File: config.mk
export PLATFORM = sky130hd
export DESIGN_NAME = fifo_thread_scheduler
export DESIGN_NICKNAME = d
export VERILOG_FILES = /design/src/sv/fts_pkg.sv /design/src/sv/fts_cell.sv /design/src/sv/fts_queue.sv /design/src/sv/fifo_thread_scheduler.sv
export VERILOG_INCLUDE_DIRS = /design/src /design/src/sv
export SDC_FILE = /design/constraint.sdc
export NUM_CORES = 1
export LEC_CHECK = 0
export ABC_AREA = 1
export BUFFER_PORTS_ARGS = -buffer_cell sky130_fd_sc_hd__buf_2
export CAP_MARGIN = 10
export CELL_PAD_IN_SITES_DETAIL_PLACEMENT = 1
export CELL_PAD_IN_SITES_GLOBAL_PLACEMENT = 2
export CORE_ASPECT_RATIO = 1.1
export CORE_MARGIN = 4
export CORE_UTILIZATION = 40
export DETAILED_ROUTE_END_ITERATION = 7
export GPL_ROUTABILITY_DRIVEN = 1
export HOLD_SLACK_MARGIN = 0.1
export PLACE_DENSITY_LB_ADDON = 0.1
export SLEW_MARGIN = 10
export SYNTH_ARGS = -nofsm -noshare
export SYNTH_HDL_FRONTEND = slang
export SYNTH_SLANG_ARGS = --single-unit
File: constraint.sdc
create_clock -name clock -period 5.85 [get_ports clock]
set_clock_uncertainty 0.05 [all_clocks]
set_input_delay 0.585 -clock clock [delete_from_list [all_inputs] [get_ports clock]]
set_output_delay 0.585 -clock clock [all_outputs]
set_load 0.03 [all_outputs]
File: src/sv/assert_macros.svh
// assertion macros used by the scheduler top level
`ifndef ASSERT_MACROS_SVH
`define ASSERT_MACROS_SVH

// plain property, checked on every rising clock edge outside reset
`define FTS_ASSERT(label, prop, msg) \
   label: assert property (@(posedge clock) disable iff (reset) (prop)) \
      else $error(msg);

// implication, consequent checked in the same cycle
`define FTS_ASSERT_IMPL(label, ante, cons, msg) \
   label: assert property (@(posedge clock) disable iff (reset) (ante) |-> (cons)) \
      else $error(msg);

`endif

File: src/sv/fts_pkg.sv
// shared types, constants and helpers of the thread scheduler
package fts_pkg;

   localparam int NUM_THREADS = 16;
   localparam int ID_W        = (NUM_THREADS > 1) ? $clog2(NUM_THREADS) : 1;
   localparam int CNT_W       = $clog2(NUM_THREADS + 1);
   localparam int FIELD_W     = 4;
   localparam int WIDE_W      = 8;

   typedef enum logic [1:0] {
      OP_CREATE = 2'd0,
      OP_YIELD  = 2'd1,
      OP_SCHED  = 2'd2,
      OP_EXIT   = 2'd3
   } op_type;

   typedef enum logic [1:0] {
      STS_OK         = 2'd0,
      STS_FULL       = 2'd1,
      STS_BAD_TARGET = 2'd2,
      STS_NONE_LEFT  = 2'd3
   } status_type;

   typedef enum logic [2:0] {
      S_IDLE,
      S_EVAL,
      S_SCAN,
      S_MARK,
      S_BUBBLE,
      S_PUSH,
      S_SWITCH,
      S_DONE
   } state_type;

   // broadcast to every queue cell
   typedef struct packed {
      logic            mark;
      logic            mark_head;
      logic            shift;
      logic            push;
      logic [ID_W-1:0] key;
      logic [ID_W-1:0] push_id;
   } cell_ctrl_type;

   // where a cell stands relative to the queue fill
   typedef struct packed {
      logic in_use;
      logic is_tail;
      logic is_slot;
      logic at_head;
   } cell_pos_type;

   function automatic logic [ID_W-1:0] id_inc(input logic [ID_W-1:0] id);
      logic [ID_W-1:0] res;
      if (id == ID_W'(NUM_THREADS - 1)) begin
         res = '0;
      end else begin
         res = id + ID_W'(1);
      end
      return res;
   endfunction

   // low bits of an id for a result field
   function automatic logic [FIELD_W-1:0] to_field(input logic [ID_W-1:0] id);
      logic [ID_W+FIELD_W-1:0] w;
      w = {{FIELD_W{1'b0}}, id};
      return w[FIELD_W-1:0];
   endfunction

endpackage

File: src/sv/fts_cell.sv
// one ready queue cell: holds an id and the travelling hole bit
module fts_cell (
   input  logic                  clock,
   input  logic                  reset,
   input  fts_pkg::cell_ctrl_type ctrl,
   input  fts_pkg::cell_pos_type  pos,
   input  logic [fts_pkg::ID_W-1:0] right_id,
   input  logic                  left_hole,
   output logic [fts_pkg::ID_W-1:0] id,
   output logic                  hole
);

   logic [fts_pkg::ID_W-1:0] id_ff, id_in;
   logic                     hole_ff, hole_in;

   always_comb begin
      id_in   = id_ff;
      hole_in = hole_ff;
      if (ctrl.mark) begin
         hole_in = pos.in_use && (ctrl.mark_head ? pos.at_head : (id_ff == ctrl.key));
      end else if (ctrl.shift) begin
         // hole moves one cell right, the right neighbor's id fills it
         hole_in = left_hole;
         if (hole_ff && !pos.is_tail) begin
            id_in = right_id;
         end
      end else if (ctrl.push && pos.is_slot) begin
         id_in = ctrl.push_id;
      end
   end

   always_ff @(posedge clock) begin
      if (reset) begin
         hole_ff <= 1'b0;
      end else begin
         hole_ff <= hole_in;
      end
   end

   always_ff @(posedge clock) begin
      id_ff <= id_in;
   end

   assign id   = id_ff;
   assign hole = hole_ff;

endmodule

File: src/sv/fts_queue.sv
// ready queue as a row of cells, head at cell zero
module fts_queue (
   input  logic                      clock,
   input  logic                      reset,
   input  fts_pkg::cell_ctrl_type     ctrl,
   input  logic [fts_pkg::CNT_W-1:0] qcnt,
   output logic [fts_pkg::ID_W-1:0]  head_id,
   output logic                      tail_hole
);

   localparam int N = fts_pkg::NUM_THREADS;

   logic [fts_pkg::ID_W-1:0] id_vec [N];
   logic [N-1:0]             hole_vec;
   logic [N-1:0]             tail_vec;

   for (genvar i = 0; i < N; i++) begin : g_cell
      fts_pkg::cell_pos_type    pos;
      logic [fts_pkg::ID_W-1:0] right_id;
      logic                     left_hole;

      assign pos.in_use  = fts_pkg::CNT_W'(i) < qcnt;
      assign pos.is_tail = qcnt == fts_pkg::CNT_W'(i + 1);
      assign pos.is_slot = qcnt == fts_pkg::CNT_W'(i);
      assign pos.at_head = 1'(i == 0);
      assign tail_vec[i] = pos.is_tail;

      if (i < N - 1) begin : g_right
         assign right_id = id_vec[i+1];
      end else begin : g_last
         assign right_id = '0;
      end

      if (i > 0) begin : g_left
         assign left_hole = hole_vec[i-1] & ~tail_vec[i-1];
      end else begin : g_first
         assign left_hole = 1'b0;
      end

      fts_cell u_cell (
         .clock     (clock),
         .reset     (reset),
         .ctrl      (ctrl),
         .pos       (pos),
         .right_id  (right_id),
         .left_hole (left_hole),
         .id        (id_vec[i]),
         .hole      (hole_vec[i])
      );
   end

   assign head_id   = id_vec[0];
   assign tail_hole = |(hole_vec & tail_vec);

endmodule

File: src/sv/fifo_thread_scheduler.sv
// thread scheduler top level: thread table, ready queue row and sequencer
// work: create runs the free slot scan that checks one slot a cycle; yield, sched
//   and exit wait for the hole travelling one queue cell a cycle
// throughput: one item at a time; the next item is taken while a result beat waits
// reset: synchronous; thread 0 live and running, queue empty, no clearing pass
`include "assert_macros.svh"

module fifo_thread_scheduler (
   input  logic        clock,
   input  logic        reset,
   // request channel
   input  logic        req_valid,
   output logic        req_stall,
   input  logic [1:0]  req_op,
   input  logic [3:0]  req_target,
   input  logic [31:0] req_start_addr,
   input  logic [31:0] req_start_arg,
   // response channel
   output logic        rsp_valid,
   input  logic        rsp_stall,
   output logic [1:0]  rsp_status,
   output logic [3:0]  rsp_new_id,
   output logic [3:0]  rsp_running,
   output logic [3:0]  rsp_resumed_by,
   output logic        rsp_resumed_by_valid,
   output logic        rsp_first_run,
   output logic [31:0] rsp_run_addr,
   output logic [31:0] rsp_run_arg
);

   localparam int N    = fts_pkg::NUM_THREADS;
   localparam int ID_W = fts_pkg::ID_W;
   localparam int CW   = fts_pkg::CNT_W;

   // sequencer state
   fts_pkg::state_type state_ff, state_in;

   // captured request beat
   fts_pkg::op_type op_ff, op_in;
   logic [3:0]      target_ff, target_in;
   logic [31:0]     addr_ff, addr_in;
   logic [31:0]     arg_ff, arg_in;

   // thread table flags and scheduler registers
   logic [N-1:0]    live_ff, live_in;
   logic [N-1:0]    started_ff, started_in;
   logic [ID_W-1:0] current_ff, current_in;
   logic [ID_W-1:0] last_ff, last_in;
   logic [CW-1:0]   live_cnt_ff, live_cnt_in;
   logic [CW-1:0]   qcnt_ff, qcnt_in;
   logic            halted_ff, halted_in;

   // per item work registers
   logic [ID_W-1:0] scan_ff, scan_in;
   logic [ID_W-1:0] next_ff, next_in;
   logic            push_ff, push_in;
   logic            mark_head_ff, mark_head_in;
   fts_pkg::status_type status_ff, status_in;
   logic [ID_W-1:0] new_id_ff, new_id_in;
   logic [ID_W-1:0] res_by_ff, res_by_in;
   logic            res_by_v_ff, res_by_v_in;
   logic            first_ff, first_in;

   // result register
   logic            rsp_valid_ff, rsp_valid_in;
   logic [1:0]      rsp_status_ff, rsp_status_in;
   logic [3:0]      rsp_new_id_ff, rsp_new_id_in;
   logic [3:0]      rsp_running_ff, rsp_running_in;
   logic [3:0]      rsp_res_by_ff, rsp_res_by_in;
   logic            rsp_res_by_v_ff, rsp_res_by_v_in;
   logic            rsp_first_ff, rsp_first_in;
   logic [31:0]     rsp_addr_ff, rsp_addr_in;
   logic [31:0]     rsp_arg_ff, rsp_arg_in;

   // entry address and argument stores, one write and one read port each
   logic [31:0]     addr_mem [N];
   logic [31:0]     arg_mem  [N];
   logic [31:0]     mem_addr_rd_ff;
   logic [31:0]     mem_arg_rd_ff;
   logic            alloc_we;

   // queue row interface
   fts_pkg::cell_ctrl_type qctrl;
   logic [ID_W-1:0] head_id;
   logic            tail_hole;

   // target range check in a width that holds thread counts up to 255
   logic [fts_pkg::WIDE_W-1:0] tgt_wide;
   logic [ID_W-1:0]            tgt_id;
   logic                       tgt_bad;
   logic                       accept;
   logic                       rsp_free;

   assign accept   = req_valid && !req_stall;
   assign rsp_free = !rsp_valid_ff || !rsp_stall;
   assign tgt_wide = fts_pkg::WIDE_W'(target_ff);
   assign tgt_id   = tgt_wide[ID_W-1:0];
   assign tgt_bad  = (tgt_wide >= fts_pkg::WIDE_W'(N)) || !live_ff[tgt_id];
   assign alloc_we = (state_ff == fts_pkg::S_SCAN) && !live_ff[scan_ff];

   fts_queue u_queue (
      .clock     (clock),
      .reset     (reset),
      .ctrl      (qctrl),
      .qcnt      (qcnt_ff),
      .head_id   (head_id),
      .tail_hole (tail_hole)
   );

   always_comb begin
      state_in        = state_ff;
      op_in           = op_ff;
      target_in       = target_ff;
      addr_in         = addr_ff;
      arg_in          = arg_ff;
      live_in         = live_ff;
      started_in      = started_ff;
      current_in      = current_ff;
      last_in         = last_ff;
      live_cnt_in     = live_cnt_ff;
      qcnt_in         = qcnt_ff;
      halted_in       = halted_ff;
      scan_in         = scan_ff;
      next_in         = next_ff;
      push_in         = push_ff;
      mark_head_in    = mark_head_ff;
      status_in       = status_ff;
      new_id_in       = new_id_ff;
      res_by_in       = res_by_ff;
      res_by_v_in     = res_by_v_ff;
      first_in        = first_ff;
      rsp_status_in   = rsp_status_ff;
      rsp_new_id_in   = rsp_new_id_ff;
      rsp_running_in  = rsp_running_ff;
      rsp_res_by_in   = rsp_res_by_ff;
      rsp_res_by_v_in = rsp_res_by_v_ff;
      rsp_first_in    = rsp_first_ff;
      rsp_addr_in     = rsp_addr_ff;
      rsp_arg_in      = rsp_arg_ff;
      // a waiting beat leaves when the far side takes it
      rsp_valid_in    = rsp_valid_ff && rsp_stall;

      qctrl.mark      = 1'b0;
      qctrl.mark_head = mark_head_ff;
      qctrl.shift     = 1'b0;
      qctrl.push      = 1'b0;
      qctrl.key       = next_ff;
      qctrl.push_id   = current_ff;

      req_stall = (state_ff != fts_pkg::S_IDLE);

      unique case (state_ff)
         fts_pkg::S_IDLE: begin
            if (accept) begin
               op_in     = fts_pkg::op_type'(req_op);
               target_in = req_target;
               addr_in   = req_start_addr;
               arg_in    = req_start_arg;
               state_in  = fts_pkg::S_EVAL;
            end
         end

         fts_pkg::S_EVAL: begin
            status_in   = fts_pkg::STS_OK;
            new_id_in   = '0;
            res_by_in   = '0;
            res_by_v_in = 1'b0;
            first_in    = 1'b0;
            state_in    = fts_pkg::S_DONE;
            if (halted_ff) begin
               // after the last exit everything answers none left
               status_in = fts_pkg::STS_NONE_LEFT;
            end else begin
               unique case (op_ff)
                  fts_pkg::OP_CREATE: begin
                     if (live_cnt_ff >= CW'(N)) begin
                        status_in = fts_pkg::STS_FULL;
                     end else begin
                        // circular search starts right after the last slot handed out
                        scan_in  = fts_pkg::id_inc(last_ff);
                        state_in = fts_pkg::S_SCAN;
                     end
                  end
                  fts_pkg::OP_YIELD: begin
                     if (tgt_bad) begin
                        status_in = fts_pkg::STS_BAD_TARGET;
                     end else begin
                        res_by_in   = current_ff;
                        res_by_v_in = 1'b1;
                        // yield to self leaves everything as it is
                        if (tgt_id != current_ff) begin
                           next_in      = tgt_id;
                           push_in      = 1'b1;
                           mark_head_in = 1'b0;
                           state_in     = fts_pkg::S_MARK;
                        end
                     end
                  end
                  fts_pkg::OP_SCHED: begin
                     // empty queue: the running thread simply keeps going
                     if (qcnt_ff != '0) begin
                        next_in      = head_id;
                        push_in      = 1'b1;
                        mark_head_in = 1'b1;
                        state_in     = fts_pkg::S_MARK;
                     end
                  end
                  fts_pkg::OP_EXIT: begin
                     live_in[current_ff] = 1'b0;
                     live_cnt_in         = live_cnt_ff - CW'(1);
                     if (qcnt_ff == '0) begin
                        halted_in = 1'b1;
                        status_in = fts_pkg::STS_NONE_LEFT;
                     end else begin
                        next_in      = head_id;
                        push_in      = 1'b0;
                        mark_head_in = 1'b1;
                        state_in     = fts_pkg::S_MARK;
                     end
                  end
                  default: begin
                     status_in = fts_pkg::STS_OK;
                  end
               endcase
            end
         end

         fts_pkg::S_SCAN: begin
            if (!live_ff[scan_ff]) begin
               live_in[scan_ff]    = 1'b1;
               started_in[scan_ff] = 1'b0;
               last_in             = scan_ff;
               live_cnt_in         = live_cnt_ff + CW'(1);
               new_id_in           = scan_ff;
               // new thread goes to the back of the queue
               qctrl.push          = 1'b1;
               qctrl.push_id       = scan_ff;
               qcnt_in             = qcnt_ff + CW'(1);
               state_in            = fts_pkg::S_DONE;
            end else begin
               scan_in = fts_pkg::id_inc(scan_ff);
            end
         end

         fts_pkg::S_MARK: begin
            // open a hole at the leaving thread's cell
            qctrl.mark = 1'b1;
            state_in   = fts_pkg::S_BUBBLE;
         end

         fts_pkg::S_BUBBLE: begin
            // hole walks to the tail, closing the gap one cell a cycle
            qctrl.shift = 1'b1;
            if (tail_hole) begin
               qcnt_in  = qcnt_ff - CW'(1);
               state_in = fts_pkg::S_PUSH;
            end
         end

         fts_pkg::S_PUSH: begin
            // caller goes to the back, except on exit
            if (push_ff) begin
               qctrl.push = 1'b1;
               qcnt_in    = qcnt_ff + CW'(1);
            end
            state_in = fts_pkg::S_SWITCH;
         end

         fts_pkg::S_SWITCH: begin
            current_in = next_ff;
            if (!started_ff[next_ff]) begin
               started_in[next_ff] = 1'b1;
               first_in            = 1'b1;
            end
            state_in = fts_pkg::S_DONE;
         end

         fts_pkg::S_DONE: begin
            // stored entry values are read at next_ff, settled since eval
            if (rsp_free) begin
               rsp_valid_in    = 1'b1;
               rsp_status_in   = status_ff;
               rsp_new_id_in   = fts_pkg::to_field(new_id_ff);
               rsp_running_in  = (status_ff == fts_pkg::STS_NONE_LEFT) ?
                                 4'd0 : fts_pkg::to_field(current_ff);
               rsp_res_by_in   = fts_pkg::to_field(res_by_ff);
               rsp_res_by_v_in = res_by_v_ff;
               rsp_first_in    = first_ff;
               rsp_addr_in     = first_ff ? mem_addr_rd_ff : 32'd0;
               rsp_arg_in      = first_ff ? mem_arg_rd_ff : 32'd0;
               state_in        = fts_pkg::S_IDLE;
            end
         end

         default: begin
            state_in = fts_pkg::S_IDLE;
         end
      endcase
   end

   // control state
   always_ff @(posedge clock) begin
      if (reset) begin
         state_ff     <= fts_pkg::S_IDLE;
         live_ff      <= N'(1);
         started_ff   <= N'(1);
         current_ff   <= '0;
         last_ff      <= '0;
         live_cnt_ff  <= CW'(1);
         qcnt_ff      <= '0;
         halted_ff    <= 1'b0;
         rsp_valid_ff <= 1'b0;
      end else begin
         state_ff     <= state_in;
         live_ff      <= live_in;
         started_ff   <= started_in;
         current_ff   <= current_in;
         last_ff      <= last_in;
         live_cnt_ff  <= live_cnt_in;
         qcnt_ff      <= qcnt_in;
         halted_ff    <= halted_in;
         rsp_valid_ff <= rsp_valid_in;
      end
   end

   // payload and work registers
   always_ff @(posedge clock) begin
      op_ff           <= op_in;
      target_ff       <= target_in;
      addr_ff         <= addr_in;
      arg_ff          <= arg_in;
      scan_ff         <= scan_in;
      next_ff         <= next_in;
      push_ff         <= push_in;
      mark_head_ff    <= mark_head_in;
      status_ff       <= status_in;
      new_id_ff       <= new_id_in;
      res_by_ff       <= res_by_in;
      res_by_v_ff     <= res_by_v_in;
      first_ff        <= first_in;
      rsp_status_ff   <= rsp_status_in;
      rsp_new_id_ff   <= rsp_new_id_in;
      rsp_running_ff  <= rsp_running_in;
      rsp_res_by_ff   <= rsp_res_by_in;
      rsp_res_by_v_ff <= rsp_res_by_v_in;
      rsp_first_ff    <= rsp_first_in;
      rsp_addr_ff     <= rsp_addr_in;
      rsp_arg_ff      <= rsp_arg_in;
   end

   // entry stores: written on allocation, read registered at the next thread
   always_ff @(posedge clock) begin
      if (alloc_we) begin
         addr_mem[scan_ff] <= addr_ff;
         arg_mem[scan_ff]  <= arg_ff;
      end
      mem_addr_rd_ff <= addr_mem[next_ff];
      mem_arg_rd_ff  <= arg_mem[next_ff];
   end

   assign rsp_valid            = rsp_valid_ff;
   assign rsp_status           = rsp_status_ff;
   assign rsp_new_id           = rsp_new_id_ff;
   assign rsp_running          = rsp_running_ff;
   assign rsp_resumed_by       = rsp_res_by_ff;
   assign rsp_resumed_by_valid = rsp_res_by_v_ff;
   assign rsp_first_run        = rsp_first_ff;
   assign rsp_run_addr         = rsp_addr_ff;
   assign rsp_run_arg          = rsp_arg_ff;

   // live count tracks the live flags
   `FTS_ASSERT(a_live_count, CW'($countones(live_ff)) == live_cnt_ff, "live count out of step")

   // between items every live thread but the running one sits in the queue
   `FTS_ASSERT_IMPL(a_queue_fill, (state_ff == fts_pkg::S_IDLE) && !halted_ff,
      qcnt_ff + CW'(1) == live_cnt_ff, "queue fill does not match live threads")

   // the running thread is live between items while not halted
   `FTS_ASSERT_IMPL(a_current_live, (state_ff == fts_pkg::S_IDLE) && !halted_ff,
      live_ff[current_ff], "running thread not live")

   // a result beat only appears out of the done step
   `FTS_ASSERT_IMPL(a_rsp_source, $rose(rsp_valid_ff),
      $past(state_ff == fts_pkg::S_DONE), "result beat without done step")

endmodule

---- Yosys cells after proc, flatten, opt, wreduce, memory -nomap -nowiden ----
Memory sizes are Yosys's and may differ from the RTL's. A register that Yosys moved wholly into a read port is not among the register bits.
Cells that the tools add are included.
word-level totals
  flip-flop bits (word level) ............. 307
  RAM bits ................................ 1024
  input bits .............................. 74
  output and inout bits ................... 82
  word-level logic and storage cells ...... 526
  memories kept ........................... 2
memory list
  memory    words  bits a word  read ports  clocked after Yosys merged registers in  write ports  RTL line                     source
  addr_mem  16     32           1           1                                        1            fifo_thread_scheduler.sv:76  logic [31:0] addr_mem [N];
  arg_mem   16     32           1           1                                        1            fifo_thread_scheduler.sv:77  logic [31:0] arg_mem [N];
cells by class
  add/subtract/negate cells ............... 6
  order comparisons ....................... 25
  equal/unequal tests ..................... 77
  muxes and demuxes ....................... 179
  bitwise gates (word level) .............. 41
  reduce and logical (&&, ||, !) cells .... 134
operators by type and width
  kind                  count
  $mux W4               61
  $mux W16              5
  $mux W1               75
  $eq A4 B4 Y1          16
  $pmux W16 S2          2
  $logic_and A1 B1 Y1   54
  $reduce_and A3 Y1     17
  $and A16 B16 Y16      3
  $eq A5 B4 Y1 const B  8
  $lt A4 B5 Y1 const A  8
  $reduce_bool A2 Y1    20
  $ne A2 B1 Y1 const B  18
  $not A16 Y16          2
  $or A16 B16 Y16       2
  $mux W3               10
  $mux W5               6
  $ne A2 B2 Y1 const B  13
  $pmux W3 S8           1
  $logic_not A1 Y1      21
  $eq A5 B3 Y1 const B  4
  $lt A3 B5 Y1 const A  4
  $lt A4 B5 Y1 const B  4
  $not A1 Y1            19
  $pmux W4 S2           2
  42 further kinds      87

---- Depth between registers and ports, before layout ----
Gate-level depths: netlist of run 1.
  word-level depth ........................ 9
  mapped depth ............................ 14

---- Hierarchy ----
Synthesis of run 1 repeated with hierarchy kept, for this count alone.
second synthesis, totals
  cell total of the unflattened synthesis .. 4632
  area total of the unflattened synthesis .. 55518.2 µm²
by module, submodules not included
  module                 times used  cells an instance  area each (µm²)  sequential area each (µm²)
  fifo_thread_scheduler  1           3611               49383.6          38296.7
  fts_cell               16          55                 345.3            140.1
  fts_queue              1           141                609.3            0.0

---- Worst setup path before layout of run 1 ----
OpenSTA, ideal clock, no wires.
  kind .................................... register to register
  from .................................... reg scan_ff[0]
  to ...................................... mem addr_mem[10][0], enable pin
  library setup time ...................... 0.565 ns
  data arrival time ....................... 5.809 ns
  required time ........................... 5.235 ns
  slack ................................... -0.573 ns
  cell stages (with the launch flop) ...... 12
  buffers on the path ..................... 2
  clock period less this slack ............ 6.423 ns
  cell sequence ........................... edfxtp_1 -> inv_2 -> nand2_1 -> nand3_1 -> nand2_1 -> nand2_1 -> nand2_1 -> nor2_4 -> nand2_2 -> buf_6 -> clkbuf_1 -> nor3_1
between the ends
  cells in the longest elaborated chain, start to end .. 6
ends and longest elaborated chain
  element                        RTL line                      source
  from (decl)                    fifo_thread_scheduler.sv:54   logic [ID_W-1:0] scan_ff, scan_in;
  from (signal assigned)         fifo_thread_scheduler.sv:332  scan_ff <= scan_in;
  $bmux W1 S4                    fifo_thread_scheduler.sv:99   assign alloc_we = (state_ff == fts_pkg::S_SCAN) && !live_ff[scan_ff];
  $mux W1 (not written as such)  fifo_thread_scheduler.sv:99
  $logic_not A1 Y1               n/a
  $logic_and A1 B1 Y1            fifo_thread_scheduler.sv:99
  $mux W1                        fifo_thread_scheduler.sv:353  if (alloc_we) begin
  $mux W1 (not written as such)  fifo_thread_scheduler.sv:354  addr_mem[scan_ff] <= addr_ff;
  to (decl)                      fifo_thread_scheduler.sv:76
Several ways; a longest one is shown, not always the timed one. The select of a mux whose other input is x is not followed.

---- Worst setup path in the final report of run 1 ----
  from .................................... reg scan_ff[0]
  to ...................................... mem arg_mem[15][9], enable pin
between the ends
  cells in the longest elaborated chain, start to end .. 6
ends and longest elaborated chain
  element                        RTL line                      source
  $bmux W1 S4                    fifo_thread_scheduler.sv:99
  $mux W1 (not written as such)  fifo_thread_scheduler.sv:99
  $logic_not A1 Y1               n/a
  $logic_and A1 B1 Y1            fifo_thread_scheduler.sv:99
  $mux W1                        fifo_thread_scheduler.sv:353
  $mux W1 (not written as such)  fifo_thread_scheduler.sv:355  arg_mem[scan_ff] <= arg_ff;
  to (decl)                      fifo_thread_scheduler.sv:77
Several ways; a longest one is shown, not always the timed one. The select of a mux whose other input is x is not followed.

==> run metrics, run 1 <==
status finished, final reports clean; Synthesized Nets 3941; ratio of final minimum period to clock period 60.5%; most used cell along the critical path nand2_1; dpl hpwl 80400 um; Max Cap Viol 0; Die Height 390 um; Detailed Routing Iterations Pass 1 5; initial DRC count 2506; grt met1 use 29.8%; power per cell area 429 nW/um2; Most Used Layer, Global Route met2; via/cell ratio 5.43; synthesis-to-layout area growth 16.0%; GPL Wtd Cong 0.815; VDD IR max 0.308 mV; kind of start point of the critical path flip-flop; top cells by area, synth edfxtp_1 71%, a22oi_1 7.3%, nand2_1 6.3%; cell taking the most area after synthesis edfxtp_1; fin area 61600 um2; CTS Buf Count 149; Root Buffer clkbuf_16; Setup TNS Final 0 ps; synth unique cells 46; Core Footprint 131000 um2; Commonest cells post-synth 1260 x edfxtp_1, 896 x nand2_1, 514 x a22oi_1, 193 x inv_1, 135 x dfxtp_1; largest net degree at the start of global routing 105; Hold Buf Count CTS 72; yosys warns 0; Max FO, Critical Path 53; dpl cells 5632; DRT Wirelength 148000 um; Setup Viol. Count Final 0; Bufs on Longest Clock Path 3; worst-path cell chain inv_2, nand2_1, nand3_1, nand2_1, nand2_1, nand2_1, nor2_4, nand2_2, buf_4, nor2_4, buf_12; final hold vios 0; vias in the first global route 34300; die area 139000 um2; WP data arrival 3890 ps; Synth top area share 71.2%; Synth Instances 3853; register area share after synthesis 76.3%; io pins 156; Leak 21.8 nW; Cell Area, Synth 53100 um2; initial antenna violation count 2; ANT cells 0; first-pass GRT wire length 223000 um; Crit. End Element flip-flop; M2 GR Usage 35.5%; Clk pin slew, worst setup/hold paths 60 ps; Max H-tree Level 4; Slew HR 30.1%; WL per Instance 24.8 um; PostCTS Resize Cnt 0; fillers 13100; worst path required time 6200 ps; GR Layer Usage met3 3.25%; #FFs+latches synth 1395; clk sink count 1395; CTS tree yes; Initial Util 40.5%; count of final max-slew check failures 0; Synth Area per Inst 13.8 um2; CP max stage delay 590 ps; number of synthesized flops with an enable pin 1260; Post-Layout Cell Count 5981; nets@finish 4181; WP buf/inv 3; worst hold margin 366 ps; via count 32400; max frequency 283 MHz; ANT nets after route 0; HP Class reg2reg; Final min period 3540 ps; ys async rst share 0%; layout cells sized above 1 11.8%; RSZ-0062 raised after global routing no; PortBufs 155; dpl cell area 56000 um2; die width 355 um; # rows 139; gr usage total 21.4%; Largest delay share family, worst path simple AND/OR/NAND/NOR gates; actual slew at the worst max-slew pin 1050 ps; Synth Flop Type edfxtp_1; grt ovf 0; most frequent cell after synthesis edfxtp_1; DRC viols 0; kind of critical path reg2reg; clk_lat worst skew 770 ps; Post-CTS Repair Setup Buffers 0; slowest CP cell edfxtp_1
==> metal layers <==
metal	wire length, um	vias to the layer above
met5	0	-
met4	2790	0
met3	6690	178
met2	70900	702
met1	67700	16800
li1	-	14800
==> cell usage in the layout (no fill, tap or decap), types with 10 or more instances in the layout <==
cell type,instances
a21oi_1,66
nand4_1,86
clkinv_1,22
buf_12,13
o21ai_0,123
bufinv_16,12
ha_1,13
a31oi_1,14
xor2_1,32
a22oi_1,514
clkinv_2,28
buf_4,51
nor3_1,11
inv_1,192
nor2_1,89
inv_2,10
nand3_1,80
nand2_1,896
buf_2,155
o22ai_1,14
clkbuf_16,153
xnor2_1,14
nor3_2,10
clkbuf_8,14
dfxtp_1,135
clkbuf_1,35
edfxtp_1,1260
o31ai_1,11
dlygate4sd3_1,72
==> per-stage QoR <==
| stage | worst slack [ps] | util [%] | power, W |
|---|---|---|---|
| finish | 2310 | 46.9 | 0.0265 |
| global route | 2090 | 46.9 | 0.0277 |
| CTS | 2290 | 46.9 | 0.0268 |
| detailed placement | 2310 | 42.7 | 0.0173 |
| global placement | 2370 | 42.7 | 0.0172 |
| floorplan | -573 | - | 0.0154 |
==> sequential cells by signal (all words and copies together) (netlist names), 5 cells and up <==
signal                      cells
live_ff                        16
u_queue.g_cell.u_cell.id       64
rsp_run_arg                    32
mem_addr_rd_ff                 32
arg_mem                       512
rsp_run_addr                   32
addr_mem                      512
mem_arg_rd_ff                  32
qcnt_ff                         5
addr_ff                        32
live_cnt_ff                     5
arg_ff                         32
u_queue.g_cell.u_cell.hole     16
started_ff                     16
==> area by class of cell <==
| type | instances | area [um2] | share of cell area [%] |
|---|---|---|---|
| tap | 1762 | 2200 | 3.58 |
| clock inverter | 75 | 722 | 1.17 |
| inverter | 208 | 812 | 1.32 |
| sequential | 1395 | 40500 | 65.8 |
| multi-input combinational | 2048 | 11100 | 18.0 |
| timing repair buffer | 291 | 2140 | 3.47 |
| clock buffer | 202 | 4150 | 6.74 |
==> kinds of logic after synthesis <==
kind of cell / synth area share [%]
flops: 76.3
simple gates: 9.43
compound gates: 10.0
buf+inv: 3.16
xor+xnor: 0.758
fa+ha+maj: 0.344
==> power by group <==
part / internal, W / switching (W)
registers: 0.0121 / 0.000728
clock network: 0.00552 / 0.00391
logic: 0.00109 / 0.00309
==> worst paths after layout <==
| kind | startpoint | endpoint | slack, ps | cells past startpoint |
|---|---|---|---|---|
| hold reg to reg | res_by_ff[2]$_SDFFCE_PP0N_ | rsp_resumed_by[2]$_DFFE_PP_ | 370 | 0 |
| hold / removal | res_by_ff[2]$_SDFFCE_PP0N_ | rsp_resumed_by[2]$_DFFE_PP_ | 370 | 0 |
| setup reg to reg | scan_ff[0]$_DFFE_PP_ | arg_mem[15][9]$_DFFE_PP_ | 2310 | 11 |
| setup / recovery | scan_ff[0]$_DFFE_PP_ | arg_mem[15][9]$_DFFE_PP_ | 2310 | 11 |
Power figures use the tool's default switching activity.
==> run 2: changes to the inputs <==
--- a/config.mk
+++ b/config.mk
@@ -13,7 +13,7 @@
 export CELL_PAD_IN_SITES_GLOBAL_PLACEMENT = 2
 export CORE_ASPECT_RATIO = 1.1
 export CORE_MARGIN = 4
-export CORE_UTILIZATION = 40
+export CORE_UTILIZATION = 45
 export DETAILED_ROUTE_END_ITERATION = 7
 export GPL_ROUTABILITY_DRIVEN = 1
 export HOLD_SLACK_MARGIN = 0.1
==> constraint.sdc (replaced) <==
create_clock -name clock -period 3.7 [get_ports clock]
set_clock_uncertainty 0.05 [all_clocks]
set_input_delay 0.37 -clock clock [delete_from_list [all_inputs] [get_ports clock]]
set_output_delay 0.37 -clock clock [all_outputs]
set_load 0.03 [all_outputs]
==> run 2 against run 1 <==
  * Sequential share of layout area down 0.12 points
  * Core utilization up 6.0 points
  * Clock-buffer cell count up 7
  * Maximum frequency rose by 8.3%
  * Critical endpoint is now u_queue.g_cell[10].u_cell.id[1]$_DFFE_PP_
==> run metrics, run 2 (synthesis gave the netlist of run 1 again) <==
Reg2Reg Setup Slack 430 ps (was 2310 ps); nets@finish 4195 (was 4181); via/cell ratio 5.75 (was 5.43); GPL Wtd Cong 0.803 (was 0.815); Leak 22.0 nW (was 21.8 nW); DRC viols 0 (unchanged); io pins 156 (unchanged); Post-CTS Repair Setup Buffers 0 (unchanged); layout cells sized above 1 12.1% (was 11.8%); die area 124000 um2 (was 139000 um2); Crit. End Element flip-flop (unchanged); fin area 61800 um2 (was 61600 um2); gr usage total 25.4% (was 21.4%); WP data arrival 3610 ps (was 3890 ps); Hold Startpoint reset (was res_by_ff[2]$_SDFFCE_PP0N_); synthesis-to-layout area growth 16.2% (was 16.0%); vias in the first global route 35500 (was 34300); HP Class in2reg (was reg2reg); Max Cap Viol 0 (unchanged); Slew HR 22.8% (was 30.1%); largest net degree at the start of global routing 140 (was 105); count of final max-slew check failures 0 (unchanged); most frequent cells in the layout 1260 x edfxtp_1, 896 x nand2_1, 514 x a22oi_1 (unchanged); ratio of final minimum period to clock period 88.3% (was 60.5%); Root Buffer clkbuf_16 (unchanged); initial DRC count 2561 (was 2506); VDD IR max 0.523 mV (was 0.308 mV); kind of critical path reg2reg (unchanged); actual slew at the worst max-slew pin 1160 ps (was 1050 ps); worst path required time 4040 ps (was 6200 ps); clk sink count 1395 (unchanged); first-pass GRT wire length 233000 um (was 223000 um); Bufs on Longest Clock Path 3 (unchanged); CTS Buf Count 145 (was 149); Detailed Routing Iterations Pass 1 5 (unchanged); Setup Viol. Count Final 0 (unchanged); fin worst setup slack 433 ps (was 2310 ps); Die Height 368 um (was 390 um); PortBufs 155 (unchanged); ANT nets after route 0 (unchanged); dpl cell area 56100 um2 (was 56000 um2); Max FO, Critical Path 16 (was 53); # rows 131 (was 139); Endpoint, Worst Hold live_ff[0]$_SDFFE_PP1P_ (was rsp_resumed_by[2]$_DFFE_PP_); die width 336 um (was 355 um); Hold Path Depth 3 (was 0); grt ovf 0 (unchanged); kind of start point of the critical path flip-flop (unchanged); Power, Total 0.0424 W (was 0.0265 W); ANT cells 0 (unchanged); Clk pin slew, worst setup/hold paths 60 ps (about the same); initial antenna violation count 0 (was 2); CTS tree yes (unchanged); Final min period 3270 ps (was 3540 ps); Core Footprint 117000 um2 (was 131000 um2); dpl hpwl 92400 um (was 80400 um); WL per Instance 27.0 um (was 24.8 um); DRT Wirelength 156000 um (was 148000 um); most common cell after layout, fill and taps aside edfxtp_1 (unchanged); Initial Util 45.6% (was 40.5%); via count 33100 (was 32400); final hold vios 0 (unchanged); fillers 11400 (was 13100); power per cell area 687 nW/um2 (was 429 nW/um2); status finished, final reports clean (unchanged); RSZ-0062 raised after global routing no (unchanged); reg-to-reg endpoint u_queue.g_cell[10].u_cell.id[1]$_DFFE_PP_ (was arg_mem[15][9]$_DFFE_PP_); max frequency 306 MHz (was 283 MHz); pre-CTS WS 554 ps (was 2310 ps); clk_lat worst skew 780 ps (was 770 ps); reg2reg path depth 11 (unchanged); R2R Path Start scan_ff[0]$_DFFE_PP_ (unchanged); Max H-tree Level 4 (unchanged)
-- run 2: cell types whose count changed in the layout (fill, tap and decap cells not counted), moves of 2 or more --
cell / delta
buf_12: +15
nor3_2: -10
nor3_4: +10
clkinv_1: -7
clkbuf_8: +5
clkinv_2: -5
inv_6: -5
buf_4: +3
clkbuf_1: +3
clkinv_8: +2
clkinvlp_4: -2
-- run 2: final cells by class --
| cell class | instances | area (um2) | share of cell area, % |
|---|---|---|---|
| Multi-Input combinational cell | 2048 | 11100 | 18.0 |
| Inverter | 208 | 812 | 1.31 |
| Clock inverter | 60 | 683 | 1.11 |
| Timing Repair Buffer | 309 | 2460 | 3.99 |
| Tap cell | 1529 | 1910 | 3.10 |
| Clock buffer | 209 | 4210 | 6.81 |
| Sequential cell | 1395 | 40500 | 65.6 |
-- run 2: per-layer routing --
layer	global-route usage [%]	wire length, um
met1	33.7	66600
met2	43.9	79000
met3	3.43	6370
met4	7.22	3710
met5	0	0
-- run 2: worst max-delay path: stages, from the launching register on --
cell      delay (ps)
edfxtp_1         640
inv_2            200
nand2_1          110
nand3_1           70
nand2_1           90
nand2_1           50
nand2_1          160
nor2_4            70
nand2_2           80
inv_2             70
a21oi_2          830
o21ai_0          470
-- run 2: repair_timing --
item                      in CTS  in global routing
hold endpoints to repair      73                  0
resized for setup              0                  0
hold buffers                  72                  0
-- run 2: stage by stage --
stage	TNS, ps	std cells	hold WS [ps]	utilization, %
after CTS	0	5758	127	53.0
after global routing	0	5758	175	53.0
after global placement	0	5417	358	48.2
final	0	5758	186	53.0
after floorplan	-637770	3853	350	-
after detailed placement	0	5417	356	48.2
-- run 2: worst max-delay path by stage --
stage / startpoint / end / slack, ps / cells past startpoint
5_1_grt: scan_ff[0]$_DFFE_PP_ / u_queue.g_cell[10].u_cell.id[1]$_DFFE_PP_ / 260 / 11
3_5_place_dp: scan_ff[0]$_DFFE_PP_ / u_queue.g_cell[7].u_cell.id[2]$_DFFE_PP_ / 550 / 11
2_1_floorplan: scan_ff[2]$_DFFE_PP_ / addr_mem[15][0]$_DFFE_PP_ / -1090 / 9
3_3_place_gp: scan_ff[0]$_DFFE_PP_ / u_queue.g_cell[1].u_cell.id[1]$_DFFE_PP_ / 680 / 11
4_1_cts: scan_ff[0]$_DFFE_PP_ / u_queue.g_cell[10].u_cell.id[1]$_DFFE_PP_ / 500 / 11
6_report: scan_ff[0]$_DFFE_PP_ / u_queue.g_cell[10].u_cell.id[1]$_DFFE_PP_ / 430 / 11
-- run 2: power by group --
group	leakage (nW)	switching, W	internal, W	total (W)
registers	12.5	0.00143	0.0192	0.0206
logic	7.07	0.00506	0.00185	0.00692
clock network	2.40	0.00613	0.00878	0.0149
